`src/hw/rtl/ifba_pkg.sv`:
```
`timescale 1ns / 1ps
// ----------------------------------------------------------------------------
// ifba_pkg
// Shared types and constants for the indexed file block allocator.
// ----------------------------------------------------------------------------
package ifba_pkg;

  localparam int BLOCKS_DEF          = 1024;
  localparam int MAX_DATA_BLOCKS_DEF = 63;

  localparam int SIZE_W   = 32;
  localparam int BBYTES_W = 13;
  localparam int BLK_W    = 10;
  localparam int STAT_W   = 2;
  localparam int CNT_W    = 6;
  localparam int STEP_W   = 5;
  localparam int LIM_W    = 11;

  localparam logic [BBYTES_W-1:0] BBYTES_RST = 13'd64;
  localparam logic [BBYTES_W-1:0] BBYTES_MIN = 13'd4;
  localparam logic [BBYTES_W-1:0] BBYTES_MAX = 13'd4096;

  typedef enum logic [STAT_W-1:0] {
    ST_OK        = 2'd0,
    ST_NO_SPACE  = 2'd1,
    ST_TOO_LARGE = 2'd2
  } status_t;

  typedef enum logic [2:0] {
    S_IDLE,
    S_DIV,
    S_CHECK,
    S_EMIT,
    S_REJECT
  } state_t;

  typedef struct packed {
    logic load;
    logic div_step;
    logic emit_ok;
    logic emit_err;
  } cmd_t;

  typedef struct packed {
    logic div_last;
    logic reject;
    logic emit_last;
    logic slot_free;
  } stat_t;

endpackage

```
`src/hw/rtl/ifba_ctrl.sv`:
```
`timescale 1ns / 1ps
// ----------------------------------------------------------------------------
// ifba_ctrl
// Request sequencer: accept, divide, check, then emit results or one error.
// ----------------------------------------------------------------------------
module ifba_ctrl (
  input  logic             clk,
  input  logic             rst,
  input  logic             in_valid,
  output logic             in_stall,
  input  ifba_pkg::stat_t  stat,
  output ifba_pkg::cmd_t   cmd
);

  ifba_pkg::state_t state;
  ifba_pkg::state_t state_next;

  always_ff @(posedge clk) begin
    if (rst) begin
      state <= ifba_pkg::S_IDLE;
    end else begin
      state <= state_next;
    end
  end

  always_comb begin
    state_next = state;
    cmd        = '0;
    in_stall   = 1'b1;
    case (state)
      ifba_pkg::S_IDLE: begin
        in_stall = 1'b0;
        if (in_valid) begin
          cmd.load   = 1'b1;
          state_next = ifba_pkg::S_DIV;
        end
      end
      ifba_pkg::S_DIV: begin
        cmd.div_step = 1'b1;
        if (stat.div_last) begin
          state_next = ifba_pkg::S_CHECK;
        end
      end
      ifba_pkg::S_CHECK: begin
        if (stat.reject) begin
          state_next = ifba_pkg::S_REJECT;
        end else begin
          state_next = ifba_pkg::S_EMIT;
        end
      end
      ifba_pkg::S_EMIT: begin
        if (stat.slot_free) begin
          cmd.emit_ok = 1'b1;
          if (stat.emit_last) begin
            state_next = ifba_pkg::S_IDLE;
          end
        end
      end
      ifba_pkg::S_REJECT: begin
        if (stat.slot_free) begin
          cmd.emit_err = 1'b1;
          state_next   = ifba_pkg::S_IDLE;
        end
      end
      default: begin
        state_next = ifba_pkg::S_IDLE;
      end
    endcase
  end

  a_one_emit: assert property (@(posedge clk) disable iff (rst)
    !(cmd.emit_ok && cmd.emit_err))
    else $error("ok and error result issued together");

  a_load_idle: assert property (@(posedge clk) disable iff (rst)
    cmd.load |=> state == ifba_pkg::S_DIV)
    else $error("accepted item did not start division");

  a_last_idle: assert property (@(posedge clk) disable iff (rst)
    (cmd.emit_ok && stat.emit_last) || cmd.emit_err |=> state == ifba_pkg::S_IDLE)
    else $error("sequencer did not return to idle after final result");

endmodule

```
`src/hw/rtl/ifba_datapath.sv`:
```
`timescale 1ns / 1ps
// ----------------------------------------------------------------------------
// ifba_datapath
// Block size register, radix-2 divider, space checks, fill counters and
// output register.
// ----------------------------------------------------------------------------
module ifba_datapath #(
  parameter int BLOCKS          = ifba_pkg::BLOCKS_DEF,
  parameter int MAX_DATA_BLOCKS = ifba_pkg::MAX_DATA_BLOCKS_DEF
) (
  input  logic                            clk,
  input  logic                            rst,
  input  logic                            cfg_write,
  input  logic [ifba_pkg::BBYTES_W-1:0]   cfg_data,
  input  logic [ifba_pkg::SIZE_W-1:0]     file_bytes,
  input  ifba_pkg::cmd_t                  cmd,
  output ifba_pkg::stat_t                 stat,
  output logic                            out_valid,
  input  logic                            out_stall,
  output logic [ifba_pkg::BLK_W-1:0]      block_number,
  output logic                            is_index,
  output logic [ifba_pkg::STAT_W-1:0]     status,
  output logic                            last
);

  localparam int CW = $clog2(BLOCKS + 1);
  localparam int BW = (CW > ifba_pkg::BLK_W) ? CW : ifba_pkg::BLK_W;
  localparam int QW = ifba_pkg::SIZE_W + 1;

  logic [ifba_pkg::BBYTES_W-1:0] block_bytes;
  logic [ifba_pkg::BBYTES_W-1:0] bsz;
  logic [ifba_pkg::BBYTES_W-1:0] divisor;
  logic [ifba_pkg::BBYTES_W-1:0] rem;
  logic [ifba_pkg::BBYTES_W:0]   trial;
  logic [ifba_pkg::SIZE_W-1:0]   quo;
  logic [ifba_pkg::STEP_W-1:0]   step;
  logic                          zero_size;
  logic [CW-1:0]                 free_count;
  logic [CW-1:0]                 next_blk;
  logic [ifba_pkg::CNT_W-1:0]    k;
  logic [ifba_pkg::LIM_W-1:0]    lim_raw;
  logic [ifba_pkg::LIM_W-1:0]    limit;
  logic                          no_space;
  logic                          too_large;
  logic [BW-1:0]                 blk_wide;
  logic                          out_load;

  always_comb begin
    bsz = block_bytes;
    if (block_bytes < ifba_pkg::BBYTES_MIN) begin
      bsz = ifba_pkg::BBYTES_MIN;
    end else if (block_bytes > ifba_pkg::BBYTES_MAX) begin
      bsz = ifba_pkg::BBYTES_MAX;
    end
  end

  always_ff @(posedge clk) begin
    if (rst) begin
      block_bytes <= ifba_pkg::BBYTES_RST;
    end else if (cfg_write) begin
      block_bytes <= cfg_data;
    end
  end

  assign trial = {rem, quo[ifba_pkg::SIZE_W-1]};

  always_ff @(posedge clk) begin
    if (cmd.load) begin
      divisor   <= bsz;
      rem       <= '0;
      quo       <= file_bytes - ifba_pkg::SIZE_W'(1);
      zero_size <= (file_bytes == '0);
      step      <= '0;
      k         <= '0;
    end else begin
      if (cmd.div_step) begin
        if (trial >= {1'b0, divisor}) begin
          rem <= ifba_pkg::BBYTES_W'(trial - {1'b0, divisor});
          quo <= {quo[ifba_pkg::SIZE_W-2:0], 1'b1};
        end else begin
          rem <= trial[ifba_pkg::BBYTES_W-1:0];
          quo <= {quo[ifba_pkg::SIZE_W-2:0], 1'b0};
        end
        step <= step + ifba_pkg::STEP_W'(1);
      end
      if (cmd.emit_ok) begin
        k <= k + ifba_pkg::CNT_W'(1);
      end
    end
  end

  assign lim_raw   = divisor[ifba_pkg::BBYTES_W-1:2];
  assign limit     = (lim_raw > ifba_pkg::LIM_W'(MAX_DATA_BLOCKS))
                   ? ifba_pkg::LIM_W'(MAX_DATA_BLOCKS) : lim_raw;
  assign no_space  = zero_size || (({1'b0, quo} + QW'(2)) > QW'(free_count));
  assign too_large = ({1'b0, quo} + QW'(1)) > QW'(limit);

  assign stat.div_last  = (step == {ifba_pkg::STEP_W{1'b1}});
  assign stat.reject    = no_space || too_large;
  assign stat.emit_last = (k == quo[ifba_pkg::CNT_W-1:0] + ifba_pkg::CNT_W'(1));
  assign stat.slot_free = !out_valid || !out_stall;

  always_ff @(posedge clk) begin
    if (rst) begin
      free_count <= CW'(BLOCKS);
      next_blk   <= '0;
    end else if (cmd.emit_ok) begin
      free_count <= free_count - CW'(1);
      next_blk   <= next_blk + CW'(1);
    end
  end

  assign blk_wide = BW'(next_blk);
  assign out_load = cmd.emit_ok || cmd.emit_err;

  always_ff @(posedge clk) begin
    if (rst) begin
      out_valid <= 1'b0;
    end else if (out_load) begin
      out_valid <= 1'b1;
    end else if (!out_stall) begin
      out_valid <= 1'b0;
    end
  end

  always_ff @(posedge clk) begin
    if (cmd.emit_ok) begin
      block_number <= blk_wide[ifba_pkg::BLK_W-1:0];
      is_index     <= (k == '0);
      status       <= ifba_pkg::ST_OK;
      last         <= stat.emit_last;
    end else if (cmd.emit_err) begin
      block_number <= '0;
      is_index     <= 1'b0;
      status       <= no_space ? ifba_pkg::ST_NO_SPACE : ifba_pkg::ST_TOO_LARGE;
      last         <= 1'b1;
    end
  end

  a_fill_sum: assert property (@(posedge clk) disable iff (rst)
    (QW'(free_count) + QW'(next_blk)) == QW'(BLOCKS))
    else $error("fill counters out of step");

  a_no_overrun: assert property (@(posedge clk) disable iff (rst)
    cmd.emit_ok |-> free_count != '0)
    else $error("block issued with no free block left");

  a_hold_out: assert property (@(posedge clk) disable iff (rst)
    out_valid && out_stall |-> !out_load)
    else $error("output register overwritten while stalled");

endmodule

```
`src/hw/rtl/indexed_file_block_allocator_unit.sv`:
```
`timescale 1ns / 1ps
// ----------------------------------------------------------------------------
// indexed_file_block_allocator_unit
// First-fit block allocator: one index block plus ceil(size / block size)
// data blocks per request.
// ----------------------------------------------------------------------------
// One item is taken at a time. It is accepted, goes through the radix-2
// divider that works out the data block count and then through the space and
// index-capacity checks, and then gives one result per cycle while the
// output register is free: n results in all (n is the data block count plus
// one on success, one on rejection). Blocks are never
// released, so the used blocks always form the prefix below a fill counter
// and first fit hands out consecutive numbers from it; no bitmap sweep or
// clearing pass is needed after reset. Block numbers are sent masked to ten
// bits. A size of zero, or a request larger than the free space, is rejected
// as no_space; one needing more data blocks than an index block can point at
// is rejected as too_large. Write block_bytes only while no item is in hand.
// ----------------------------------------------------------------------------
module indexed_file_block_allocator_unit #(
  parameter int BLOCKS          = ifba_pkg::BLOCKS_DEF,
  parameter int MAX_DATA_BLOCKS = ifba_pkg::MAX_DATA_BLOCKS_DEF
) (
  input  logic                           clk,
  input  logic                           rst,
  input  logic                           cfg_write,
  input  logic [ifba_pkg::BBYTES_W-1:0]  cfg_data,
  input  logic                           in_valid,
  output logic                           in_stall,
  input  logic [ifba_pkg::SIZE_W-1:0]    file_bytes,
  output logic                           out_valid,
  input  logic                           out_stall,
  output logic [ifba_pkg::BLK_W-1:0]     block_number,
  output logic                           is_index,
  output logic [ifba_pkg::STAT_W-1:0]    status,
  output logic                           last
);

  ifba_pkg::cmd_t  cmd;
  ifba_pkg::stat_t stat;

  ifba_ctrl u_ctrl (
    .clk      (clk),
    .rst      (rst),
    .in_valid (in_valid),
    .in_stall (in_stall),
    .stat     (stat),
    .cmd      (cmd)
  );

  ifba_datapath #(
    .BLOCKS          (BLOCKS),
    .MAX_DATA_BLOCKS (MAX_DATA_BLOCKS)
  ) u_datapath (
    .clk          (clk),
    .rst          (rst),
    .cfg_write    (cfg_write),
    .cfg_data     (cfg_data),
    .file_bytes   (file_bytes),
    .cmd          (cmd),
    .stat         (stat),
    .out_valid    (out_valid),
    .out_stall    (out_stall),
    .block_number (block_number),
    .is_index     (is_index),
    .status       (status),
    .last         (last)
  );

endmodule
```
`config.mk`:
```
export PLATFORM = sky130hd
export DESIGN_NAME = indexed_file_block_allocator_unit
export DESIGN_NICKNAME = d
export VERILOG_FILES = /design/src/hw/rtl/ifba_pkg.sv /design/src/hw/rtl/ifba_ctrl.sv /design/src/hw/rtl/ifba_datapath.sv /design/src/hw/rtl/indexed_file_block_allocator_unit.sv
export SDC_FILE = /design/constraint.sdc
export NUM_CORES = 1
export LEC_CHECK = 0
export ABC_AREA = 0
export BUFFER_PORTS_ARGS = -buffer_cell sky130_fd_sc_hd__buf_2
export CAP_MARGIN = 20
export CORE_MARGIN = 2
export CORE_UTILIZATION = 30
export DETAILED_ROUTE_END_ITERATION = 10
export HOLD_SLACK_MARGIN = 0.06
export SYNTH_ARGS = -nofsm -noshare
export SYNTH_HDL_FRONTEND = slang
export SYNTH_SLANG_ARGS = --single-unit
```
`constraint.sdc`:
```
create_clock -name clk -period 3.15 [get_ports clk]
set_clock_uncertainty 0.1 [all_clocks]
set_input_delay 0.945 -clock clk [delete_from_list [all_inputs] [get_ports clk]]
set_output_delay 0.945 -clock clk [all_outputs]
set_load 0.02 [all_outputs]
```
Word level (Yosys, flattened, before mapping)
Cells that the tools add are included.
Widths: inputs -> output; s select.
{ "word_totals": {"elab_cells": 85, "output_inout_bits": 16, "register_bits": 123, "inputBits": 50} }
{ "classes": {"eq_ne": 12, "add_sub_neg": 9, "n_reduce_logical": 13, "magnitude_cmp": 6, "mux": 29} }
{ "ops": {"columns": ["operator", "n"], "rows": [
  ["$gt 33x11->1", 2],
  ["$mux 32", 2],
  ["$add 32x1->33 const B", 1],
  ["$add 32x2->33 const B", 1],
  ["$logic_not 32->1", 1],
  ["$sub 32x1->32 const B", 1],
  ["$mux 13", 2],
  ["$mux 10", 2],
  ["$mux 3", 6],
  ["$pmux 3 s5", 1],
  ["$ge 14x13->1", 1],
  ["$mux 1", 14],
  ["$gt 13x13->1 const B", 1],
  ["$lt 13x3->1 const B", 1],
  ["$sub 13x13->13", 1],
  ["$add 6x1->6 const B", 2],
  ["$add 11x1->11 const B", 1],
  ["$gt 11x6->1 const B", 1],
  ["$mux 11", 1],
  ["$sub 11x1->11 const B", 1],
  ["$ne 2x2->1 const B", 5],
  ["$eq 3x2->1 const B", 2],
  ["$eq 6x6->1", 1],
  ["$logic_not 6->1", 1],
  ["other kinds (12)", 17]
]} }

Logic depth before layout (Yosys ltp)
Gate-level depths: netlist (run 1).
{ "depth": {"depth_word": 6, "mapped_depth": 14, "mapped_depth_nobuf": 13} }

By module
A second synthesis (run 1) with hierarchy kept.
{ "unflattened": {"cells_unflattened": 906, "area_unflattened_um2": 8062.7} }
{ "modules_own_cells": {"columns": ["mod", "seq_area_each_um2", "n_inst", "cells_per_inst", "area_per_inst_um2"], "rows": [
  ["ifba_datapath", 2962.8, 1, 874, 7803.7],
  ["ifba_ctrl", 60.1, 1, 32, 259.0]
]} }

Worst setup path after synthesis (run 1)
Ideal clock, no wire load.
{ "synth_timing": {"path_kind": "input to register", "startpoint": "input file_bytes[10] (netlist name)", "endpoint": "register u_datapath.quo[29] (netlist name) (data pin)", "stages": 7, "setup_ns": 0.258, "arrival_time_ns": 2.922, "setup_slack_ns": -0.130, "required_time_ns": 2.792, "n_path_buf": 0, "path_cell_list": "or4_4 > or4_4 > or3_4 > nor4_4 > and2b_1 > xnor2_1 > a21oi_2"} }
{ "synth_via": {"elab_chain_cells": 2} }
{ "synth_lines": {"columns": ["item", "line", "rtl"], "rows": [
  ["from (decl)", "indexed_file_block_allocator_unit.sv:29", "input logic [ifba_pkg::SIZE_W-1:0] file_bytes,"],
  ["$sub 32x1->32", "ifba_datapath.sv:71", "quo <= file_bytes - ifba_pkg::SIZE_W'(1);"],
  ["$mux 32", "ifba_datapath.sv:68", "if (cmd.load) begin"],
  ["to (signal assigned)", "ifba_datapath.sv:71", null],
  ["to (signal assigned)", "ifba_datapath.sv:79", "quo <= {quo[ifba_pkg::SIZE_W-2:0], 1'b1};"],
  ["to (signal assigned)", "ifba_datapath.sv:82", "quo <= {quo[ifba_pkg::SIZE_W-2:0], 1'b0};"],
  ["to (decl)", "ifba_datapath.sv:35", "logic [ifba_pkg::SIZE_W-1:0] quo;"]
]} }
No other way between the ends.
A chain may end at the register's enable or synchronous reset.

Final worst setup path (run 1)
Ends and elaborated chain as after synthesis.

==> results_dict.tcl, run 1 <==
set metrics [dict create \
    tns_ps 0 \
    chipHeight_um 168 \
    wl_mm 19.9 \
    antenna_found_initial 0 \
    crit_chain "buf_2, or4_4, or4_4, or3_4, nor4_4, and2b_1, xnor2_1, a21oi_2" \
    cp_num_buf_inv 1 \
    switching_power_mw 1.63 \
    drive_gt1_frac 0.209 \
    clkTransAtPathRegs_ps 70 \
    layout.nets 1137 \
    ios 66 \
    initial_core_util 0.304 \
    routabilityCongestion 0.874 \
    grt_start_max_net_pins 61 \
    finalSetupViolCount 0 \
    drc 0 \
    max_freq_mhz 331 \
    viasPerCell 5.01 \
    clkPwrFrac 0.392 \
    cts_buffer_depth 2 \
    fin_crit_sh 0.958 \
    fin_hold_ws_ps 366 \
    netSwitchingFraction 0.321 \
    postSynthCellCount 928 \
    worst_skew_pair.late_latency_ps 430 \
    via_count 6998 \
    async_flop_share 0 \
    drt_pre_antenna_iters 5 \
    p_leak_nw 3.81 \
    drt_iter0_drc 505 \
    path_max_fanout 4 \
    syn_area_um2 8110 \
    core_um2 26700 \
    yosys_warnings 0 \
    fin_util 0.373 \
    power_mw 5.07 \
    maxCapViolations 0 \
    slew-limit-headroom 0.487 \
    dp_hpwl_mm 14.6 \
    cp-end-kind "flop" \
    cp.required_ps 3210 \
    drt.antenna.violating_nets 0 \
    seqPwrFrac 0.380 \
    critPathArrivalTime_ps 3080 \
    htreeDepth 4 \
    irDropWorstVdd_mv 0.247 \
    grt_pass1_vias 6636 \
    synth_top_area_share 0.215 \
    synth_edf_count 58 \
    synthDistinctLibCells 73 \
    grt_usage 0.141 \
    worstSetupStartpointType "input port" \
    power_density_nw_per_um2 509 \
    synth_seq_cells 122 \
    hold_class "reg -> reg" \
    crit_top_cell "or4_4" \
    finalCriticalPeriod_ps 3020 \
    synth_area_leader_cell "edfxtp_1" \
    hold_viol 0 \
    cpPeakStageDelay_ps 540 \
    area_growth_pct 23.0 \
    slowest_stage "or4_4" \
    cts_tree "done" \
    die_w_um 168 \
    synth_area_per_cell_um2 8.74 \
    grt_first_pass_wirelength_mm 32.5 \
    yosysSeqAreaShare 0.373 \
    cts.sinks 122 \
    dieArea_um2 28400 \
    antennaDiodeCount 0 \
    pwr-share-comb 0.228 \
    worst_pin_slew_ps 769 \
    numCtsBuffers 17 \
    p_int_mw 3.44 \
    rows 60 \
    status "finished, final reports clean" \
    cts-root-buf "clkbuf_16" \
    slew_viol_final 0 \
    wire_per_inst_um 14.3 \
    critPathKind "in -> reg" \
    synthFlopType "dfxtp_1" \
    synthTopCellsByArea "edfxtp_1 21%, dfxtp_1 16%, ha_1 6.8%, xnor2_1 5.8%, nor2_1 5.3%" \
    portBuffers 65 \
    grt_overflow 0 \
    cpLargestDelayFamily "simple AND/OR/NAND/NOR gates" \
]
[routing by layer]
layer,track usage,vias to the layer above,share of wire
met5,0,-,0
met4,0.0506,0,0.014
met3,0.0205,20,0.029
met2,0.233,140,0.47
met1,0.189,3289,0.49
li1,-,3549,-
[cells in the final DEF (no fill, tap or decap), types with 6 or more instances in the layout]
master and n:
nor2_1 113, nand2_1 80, buf_4 71, buf_2 65, dfxtp_1 64, edfxtp_1 58, a21oi_1 55, xnor2_1 54
inv_1 41, ha_1 41, xor2_1 34, nand4_1 34, o21ai_0 34, nor3_1 27, mux2i_1 24, nand3_1 23
and2_1 18, clkbuf_16 17, nor4_1 16, a21o_1 13, nor2b_1 12, or3_1 10, and3_1 10, inv_6 7
a31oi_1 7, nor4_2 6, or4_1 6
[kinds of logic after synthesis]
| family | synth area share |
|---|---|
| buffers and inverters | 0.0469 |
| adder cells (fa/ha/maj) | 0.0703 |
| multiplexers | 0.0352 |
| flip-flops | 0.373 |
| other | 0.000462 |
| XOR/XNOR | 0.0961 |
| AO/OA/AOI/OAI | 0.120 |
| AND/OR/NAND/NOR | 0.258 |
[power by group through the flow]
| stage | clock, mW | sequential, mW | combinational (mW) |
|---|---|---|---|
| after floorplan | 0 | 1.92 | 0.785 |
| after global placement | 0 | 1.95 | 1.08 |
| after detailed placement | 0 | 1.96 | 1.10 |
| after CTS | 2.03 | 1.92 | 1.11 |
| after global routing | 2.10 | 1.94 | 1.30 |
| final | 1.99 | 1.93 | 1.16 |
[area by class of cell]
class	instances	area, um^2
fill	2676	16700
multi-input combinational	721	4880
sequential	122	3020
timing repair buffer	137	870
tap	341	427
clock buffer	17	425
inverter	43	179
clock inverter	15	174
[through the flow]
stage	cells	area, um^2	worst slack, ps
final	1396	9980	131
after global routing	1396	9980	-22.3
after CTS	1388	9820	22.8
after detailed placement	1356	9220	-363
after global placement	1356	9220	-339
after floorplan	932	8200	-129
[worst register-to-register path, delay by kind of cell, from the launching register on]
family,cells,cell delay [ps]
and+or+nand+nor,4,550
DFF,1,410
buffers and inverters,1,190
adders and majority gates,1,280
AOI/OAI and AO/OA,6,1190
xor gates and xnor gates,1,220
[sequential cells by signal, summed over array words and instances (netlist names)]
name / cells
u_datapath.block_number: 10
u_datapath.rem: 13
u_datapath.blk_wide: 10
u_datapath.divisor: 13
u_datapath.step: 5
u_ctrl.state: 3
u_datapath.zero_size: 1
u_datapath.quo: 32
u_datapath.last: 1
u_datapath.k: 6
u_datapath.out_valid: 1
u_datapath.free_count: 11
u_datapath.block_bytes: 13
u_datapath.is_index: 1
u_datapath.status: 2
[cells in the mapped netlist, types with 11 or more instances]
master,number
nor2_1,114
xor2_1,35
and2_1,18
xnor2_1,54
nor4_1,19
inv_1,43
nor2b_1,12
dfxtp_1,64
edfxtp_1,58
nand3_1,24
nand2_1,83
mux2i_1,24
and3_1,11
a21oi_1,56
ha_1,44
clkbuf_1,22
nor3_1,30
nand4_1,34
o21ai_0,35
a21o_1,13
buf_2,18
[path summary, 6_finish.rpt]
kind / from / to / slack [ps] / cells after the start
setup / recovery: file_bytes[10] / u_datapath.quo[29] / 130 / 8
hold / removal: u_datapath.step[4] / u_datapath.step[4] / 370 / 2
setup reg to reg: u_datapath.quo[4] / u_datapath.status[1] / 140 / 13
hold reg to reg: u_datapath.step[4] / u_datapath.step[4] / 370 / 2
[timing repair]
action                                  CTS  global route
resized for setup                         0            20
buffers inserted                          0             7
hold buffers                              0             0
endpoints found under the setup margin    0            14
(Power assumes the default switching activity.)
==> run 2, diff against run 1 <==
--- a/config.mk
+++ b/config.mk
@@ -10,8 +10,8 @@
 export CAP_MARGIN = 20
 export CORE_MARGIN = 2
 export CORE_UTILIZATION = 30
+export CTS_BUF_LIST = sky130_fd_sc_hd__clkbuf_8
 export DETAILED_ROUTE_END_ITERATION = 10
-export HOLD_SLACK_MARGIN = 0.06
 export SYNTH_ARGS = -nofsm -noshare
 export SYNTH_HDL_FRONTEND = slang
 export SYNTH_SLANG_ARGS = --single-unit
==> constraint.sdc (replaced) <==
create_clock -name clk -period 2.4 [get_ports clk]
set_clock_uncertainty 0.1 [all_clocks]
set_input_delay 0.72 -clock clk [delete_from_list [all_inputs] [get_ports clk]]
set_output_delay 0.72 -clock clk [all_outputs]
set_load 0.02 [all_outputs]
==> results_dict.tcl, run 2 (same netlist as run 1, synthesis figures left out) <==
set metrics [dict create \
    cp-end-kind "flop" \
    core_um2 26700 \
    antennaDiodeCount 0 \
    cts_tree "done" \
    pwr-share-comb 0.310 \
    cts-root-buf "clkbuf_8" \
    viasPerCell 4.86 \
    cts_buffer_depth 2 \
    cp.required_ps 2680 \
    wire_per_inst_um 13.8 \
    finalSetupViolCount 34 \
    seqPwrFrac 0.396 \
    top_register "u_datapath.quo" \
    wl_mm 20.8 \
    drc 0 \
    dieArea_um2 28400 \
    critPathArrivalTime_ps 3260 \
    p_leak_nw 4.39 \
    p_int_mw 4.24 \
    ios 66 \
    power_density_nw_per_um2 568 \
    post-place-ws_ps -916 \
    portBuffers 65 \
    r2r_start "u_datapath.quo[1]" \
    power_mw 6.29 \
    grt_overflow 0 \
    rsz0062_at_grt "yes" \
    cpPeakStageDelay_ps 430 \
    switching_power_mw 2.05 \
    worstSetupStartpointType "flop" \
    slew-limit-headroom 0.592 \
    r2r.worst_path.cells 12 \
    layout.nets 1248 \
    htreeDepth 4 \
    finalCriticalPeriod_ps 2990 \
    grt_pass1_vias 7042 \
    drive_gt1_frac 0.318 \
    hold_class "reg -> reg" \
    clkTransAtPathRegs_ps 90 \
    setup_ws_ps -585 \
    die_w_um 168 \
    grt_usage 0.150 \
    filler_cell_count 2682 \
    drt.antenna.violating_nets 0 \
    maxCapViolations 0 \
    worst_skew_pair.late_latency_ps 460 \
    fin_hold_ws_ps 357 \
    final_common_cell "buf_4" \
    grt_start_max_net_pins 65 \
    slowest_stage "edfxtp_1" \
    cp_num_buf_inv 2 \
    status "complete, but fails checks" \
    cts.sinks 122 \
    grt_first_pass_wirelength_mm 34.5 \
    worst_pin_slew_ps 612 \
    critPathCapture "u_ctrl.state[0]" \
    slew_viol_final 0 \
    chipHeight_um 168 \
    hold_viol 0 \
    instances_no_fill 1507 \
    area_growth_pct 36.5 \
    path_max_fanout 5 \
    regToRegEndpoint "u_ctrl.state[0]" \
    dp_cells 1450 \
    initial_core_util 0.304 \
    crit_chain "buf_4, ha_4, ha_1, a21o_1, a21o_1, a211oi_2, o211ai_1, a211o_1, nor4_4, buf_4, nand4_1, o211ai_1" \
    violations "setup timing" \
    drt_pre_antenna_iters 5 \
    cpLargestDelayFamily "compound AO/OA/AOI/OAI gates" \
    mostFrequentLayoutCells "165 x buf_4, 108 x nor2_1, 77 x nand2_1" \
    fin_crit_sh 1.24 \
    rows 60 \
    drt_iter0_drc 461 \
    netSwitchingFraction 0.326 \
    largest_reg_flops 32 \
    numCtsBuffers 17 \
    reg2reg_slack_ps -590 \
    dp_hpwl_mm 15.4 \
    antenna_found_initial 0 \
    critPathKind "reg -> reg" \
    via_count 7330 \
    max_freq_mhz 335 \
    path_depth 12 \
    clkPwrFrac 0.294 \
    fin_util 0.414 \
    irDropWorstVdd_mv 0.286 \
    routabilityCongestion 0.899 \
    startpoint "u_datapath.quo[1]" \
]
run 2: cell count changes in the layout (fill, tap and decap cells not counted), sizes merged:
cell	delta
nor4	-1
buf	+112
bufinv	+1
clkinvlp	+4
inv	-6
clkinv	+1
run 2: what timing repair did:
item,CTS,global route
gates resized for setup,46,41
pin swaps,31,31
hold buffers,0,0
endpoints found under the setup margin,34,35
buffers inserted,11,16
gates cloned,1,0
run 2: layout make-up:
| cell class | instances | area [um^2] | area share |
|---|---|---|---|
| Multi-Input combinational cell | 720 | 5180 | 0.468 |
| Inverter | 43 | 183 | 0.0165 |
| Clock buffer | 17 | 234 | 0.0211 |
| Tap cell | 341 | 427 | 0.0385 |
| Clock inverter | 15 | 151 | 0.0137 |
| Timing Repair Buffer | 249 | 1880 | 0.169 |
| Sequential cell | 122 | 3020 | 0.273 |
run 2: worst reg2reg max path: stages (launching register included):
cell and delay, ps:
edfxtp_1 430, buf_4 170, ha_4 230, ha_1 290, a21o_1 170, a21o_1 190
a211oi_2 210, o211ai_1 150, a211o_1 320, nor4_4 150, buf_4 180, nand4_1 120
o211ai_1 200
run 2: worst min path at each step:
stage	from	endpoint	slack [ps]	cells past startpoint
floorplan	u_datapath.free_count[2]	u_datapath.free_count[2]	340	2
global placement	u_datapath.free_count[2]	u_datapath.free_count[2]	340	2
detailed placement	u_datapath.free_count[2]	u_datapath.free_count[2]	350	2
CTS	cfg_data[6]	u_datapath.block_bytes[6]	340	2
global route	cfg_data[6]	u_datapath.block_bytes[6]	350	2
finish	u_datapath.free_count[2]	u_datapath.free_count[2]	360	2
run 2: per-layer routing:
| layer | up-vias | wire length (um) | GRT usage |
|---|---|---|---|
| met4 | 0 | 241 | 0.0420 |
| met3 | 19 | 560 | 0.0256 |
| met2 | 131 | 10100 | 0.251 |
| li1 | 3767 | - | - |
| met1 | 3413 | 9890 | 0.199 |
| met5 | - | 0 | 0 |
run 2: stage by stage:
stage | cell area (um^2) | setup TNS (ps)
floorplan | 8320 | -9810
global placement | 10100 | -17360
detailed placement | 10100 | -17980
CTS | 10800 | -7580
global route | 11100 | -11910
finish | 11100 | -9090
run 2: power groups by stage:
stage,combinational [mW],clock (mW),sequential (mW)
floorplan,1.07,0,2.52
global placement,1.73,0,2.53
detailed placement,1.76,0,2.53
CTS,1.83,1.92,2.49
global route,2.16,2.00,2.51
finish,1.95,1.85,2.49
==> run 3, diff against run 2 <==
--- a/config.mk
+++ b/config.mk
@@ -9,9 +9,10 @@
 export BUFFER_PORTS_ARGS = -buffer_cell sky130_fd_sc_hd__buf_2
 export CAP_MARGIN = 20
 export CORE_MARGIN = 2
-export CORE_UTILIZATION = 30
+export CORE_UTILIZATION = 45
 export CTS_BUF_LIST = sky130_fd_sc_hd__clkbuf_8
 export DETAILED_ROUTE_END_ITERATION = 10
+export PLACE_DENSITY = 0.65
 export SYNTH_ARGS = -nofsm -noshare
 export SYNTH_HDL_FRONTEND = slang
 export SYNTH_SLANG_ARGS = --single-unit
==> results_dict.tcl, run 3 (same netlist as run 1, synthesis figures left out) <==
set metrics [dict create \
    status "complete, but fails checks" \
    violations "setup timing" \
    critPathKind "reg -> reg" \
    numCtsBuffers 17 \
    layout.nets 1242 \
    dp_hpwl_mm 14.7 \
    chipHeight_um 138 \
    grt_pass1_vias 7013 \
    slowest_stage "edfxtp_1" \
    worstSetupStartpointType "flop" \
    cts_buffer_depth 2 \
    regToRegEndpoint "u_ctrl.state[2]" \
    critPathArrivalTime_ps 3320 \
    crit_chain "buf_4, ha_4, xor2_1, ha_1, nand4_1, nor2_1, a211oi_2, o211ai_1, a211o_1, nor4_4, nand4_1, a21o_1" \
    drc 0 \
    finalSetupViolCount 30 \
    finalCriticalPeriod_ps 3080 \
    reg2reg_slack_ps -680 \
    hold_end "u_datapath.free_count[2]" \
    portBuffers 65 \
    wire_per_inst_um 14.1 \
    dp_cells 1342 \
    cts_tree "done" \
    tns_ps -7760 \
    clkTransAtPathRegs_ps 90 \
    core_um2 17800 \
    hold_class "reg -> reg" \
    slew-limit-headroom 0.483 \
    cts.sinks 122 \
    top_register "u_datapath.quo" \
    r2r_start "u_datapath.quo[2]" \
    cp.required_ps 2640 \
    worst_skew_pair.late_latency_ps 440 \
    fin_hold_ws_ps 359 \
    drt_iter0_drc 481 \
    cp_num_buf_inv 1 \
    irDropWorstVdd_mv 0.367 \
    cp-end-kind "flop" \
    final_common_cell "buf_4" \
    instances_no_fill 1389 \
    ios 66 \
    drt_pre_antenna_iters 5 \
    largest_reg_flops 32 \
    cts-root-buf "clkbuf_8" \
    drive_gt1_frac 0.312 \
    cpLargestDelayFamily "compound AO/OA/AOI/OAI gates" \
    hold_start "u_datapath.free_count[2]" \
    antenna_found_initial 0 \
    fin_crit_sh 1.28 \
    viasPerCell 5.30 \
    path_max_fanout 6 \
    power_density_nw_per_um2 566 \
    grt_overflow 0 \
    power_mw 6.10 \
    filler_cell_count 1522 \
    hold_viol 0 \
    r2r.worst_path.cells 12 \
    mostFrequentLayoutCells "163 x buf_4, 108 x nor2_1, 79 x nand2_1" \
    initial_core_util 0.455 \
    grt_start_max_net_pins 70 \
    via_count 7358 \
    wl_mm 19.6 \
    die_w_um 138 \
    htreeDepth 4 \
    rows 49 \
    p_leak_nw 4.34 \
    slew_viol_final 0 \
    dieArea_um2 19100 \
    drt.antenna.violating_nets 0 \
    maxCapViolations 0 \
    max_freq_mhz 325 \
    hold_depth 2 \
    cpPeakStageDelay_ps 420 \
    grt_usage 0.208 \
    setup_ws_ps -678 \
    routabilityCongestion 0.869 \
    rsz0062_at_grt "yes" \
    antennaDiodeCount 0 \
    worst_pin_slew_ps 776 \
    grt_first_pass_wirelength_mm 33.1 \
    area_growth_pct 32.9 \
    crit_top_cell "nand4_1" \
    fin_util 0.604 \
]
## run 3: cell count changes in the layout (fill, tap and decap cells not counted), sizes merged
cell	delta
inv	+2
bufinv	-2
clkinv	+2
clkinvlp	-2
buf	-6
## run 3: how the worst max path moves through the flow
stage | startpoint | endpoint | slack (ps) | depth (start not counted)
3_3_place_gp | file_bytes[1] | u_datapath.quo[29] | -840 | 10
6_report | u_datapath.quo[2] | u_ctrl.state[2] | -680 | 12
3_5_place_dp | file_bytes[1] | u_datapath.quo[28] | -890 | 11
5_1_grt | u_datapath.quo[1] | u_ctrl.state[2] | -790 | 12
2_1_floorplan | file_bytes[10] | u_datapath.quo[29] | -650 | 7
4_1_cts | u_datapath.quo[2] | u_ctrl.state[2] | -590 | 12
## run 3: metrics by stage
stage,setup slack (ps),instance area (um^2)
6_report,-678,10800
2_1_floorplan,-654,8320
5_1_grt,-786,10800
4_1_cts,-592,10600
3_3_place_gp,-838,9960
3_5_place_dp,-890,9960
## run 3: area by class of cell
class	count	area [um^2]	share of cell area
Tap cell	229	287	0.0266
Clock buffer	17	234	0.0217
Clock inverter	15	119	0.0110
Timing Repair Buffer	243	1790	0.166
Multi-Input combinational cell	720	5150	0.478
Sequential cell	122	3020	0.280
Inverter	43	183	0.0169
## run 3: timing repair
| item | in CTS | in global routing |
|---|---|---|
| endpoints found under the setup margin | 36 | 34 |
| cloned | 0 | 0 |
| gates resized for setup | 45 | 29 |
| pin swaps | 33 | 27 |
| hold buffers | 0 | 0 |
| buffers inserted | 8 | 9 |
## run 3: where the power goes
group	switching (mW)	internal [mW]	leakage, nW
registers	0.114	2.37	1.06
clock network	0.959	0.733	0.181
logic	0.980	0.939	3.09
## run 3: worst register-to-register path: cells and delay by family, from the launching register on
kind | cells | cell delay [ps]
fa+ha+maj | 2 | 470
compound gates | 4 | 920
buf+inv | 1 | 160
simple gates | 4 | 750
flops | 1 | 420
xor+xnor | 1 | 160
## run 3: per-layer routing
metal  part of all wire  up-vias  GRT usage
met5                  0        -          0
met4              0.011        0     0.0569
met3              0.035       14     0.0395
met2               0.48      128      0.341
met1               0.47     3461      0.282
li1                   -     3755          -
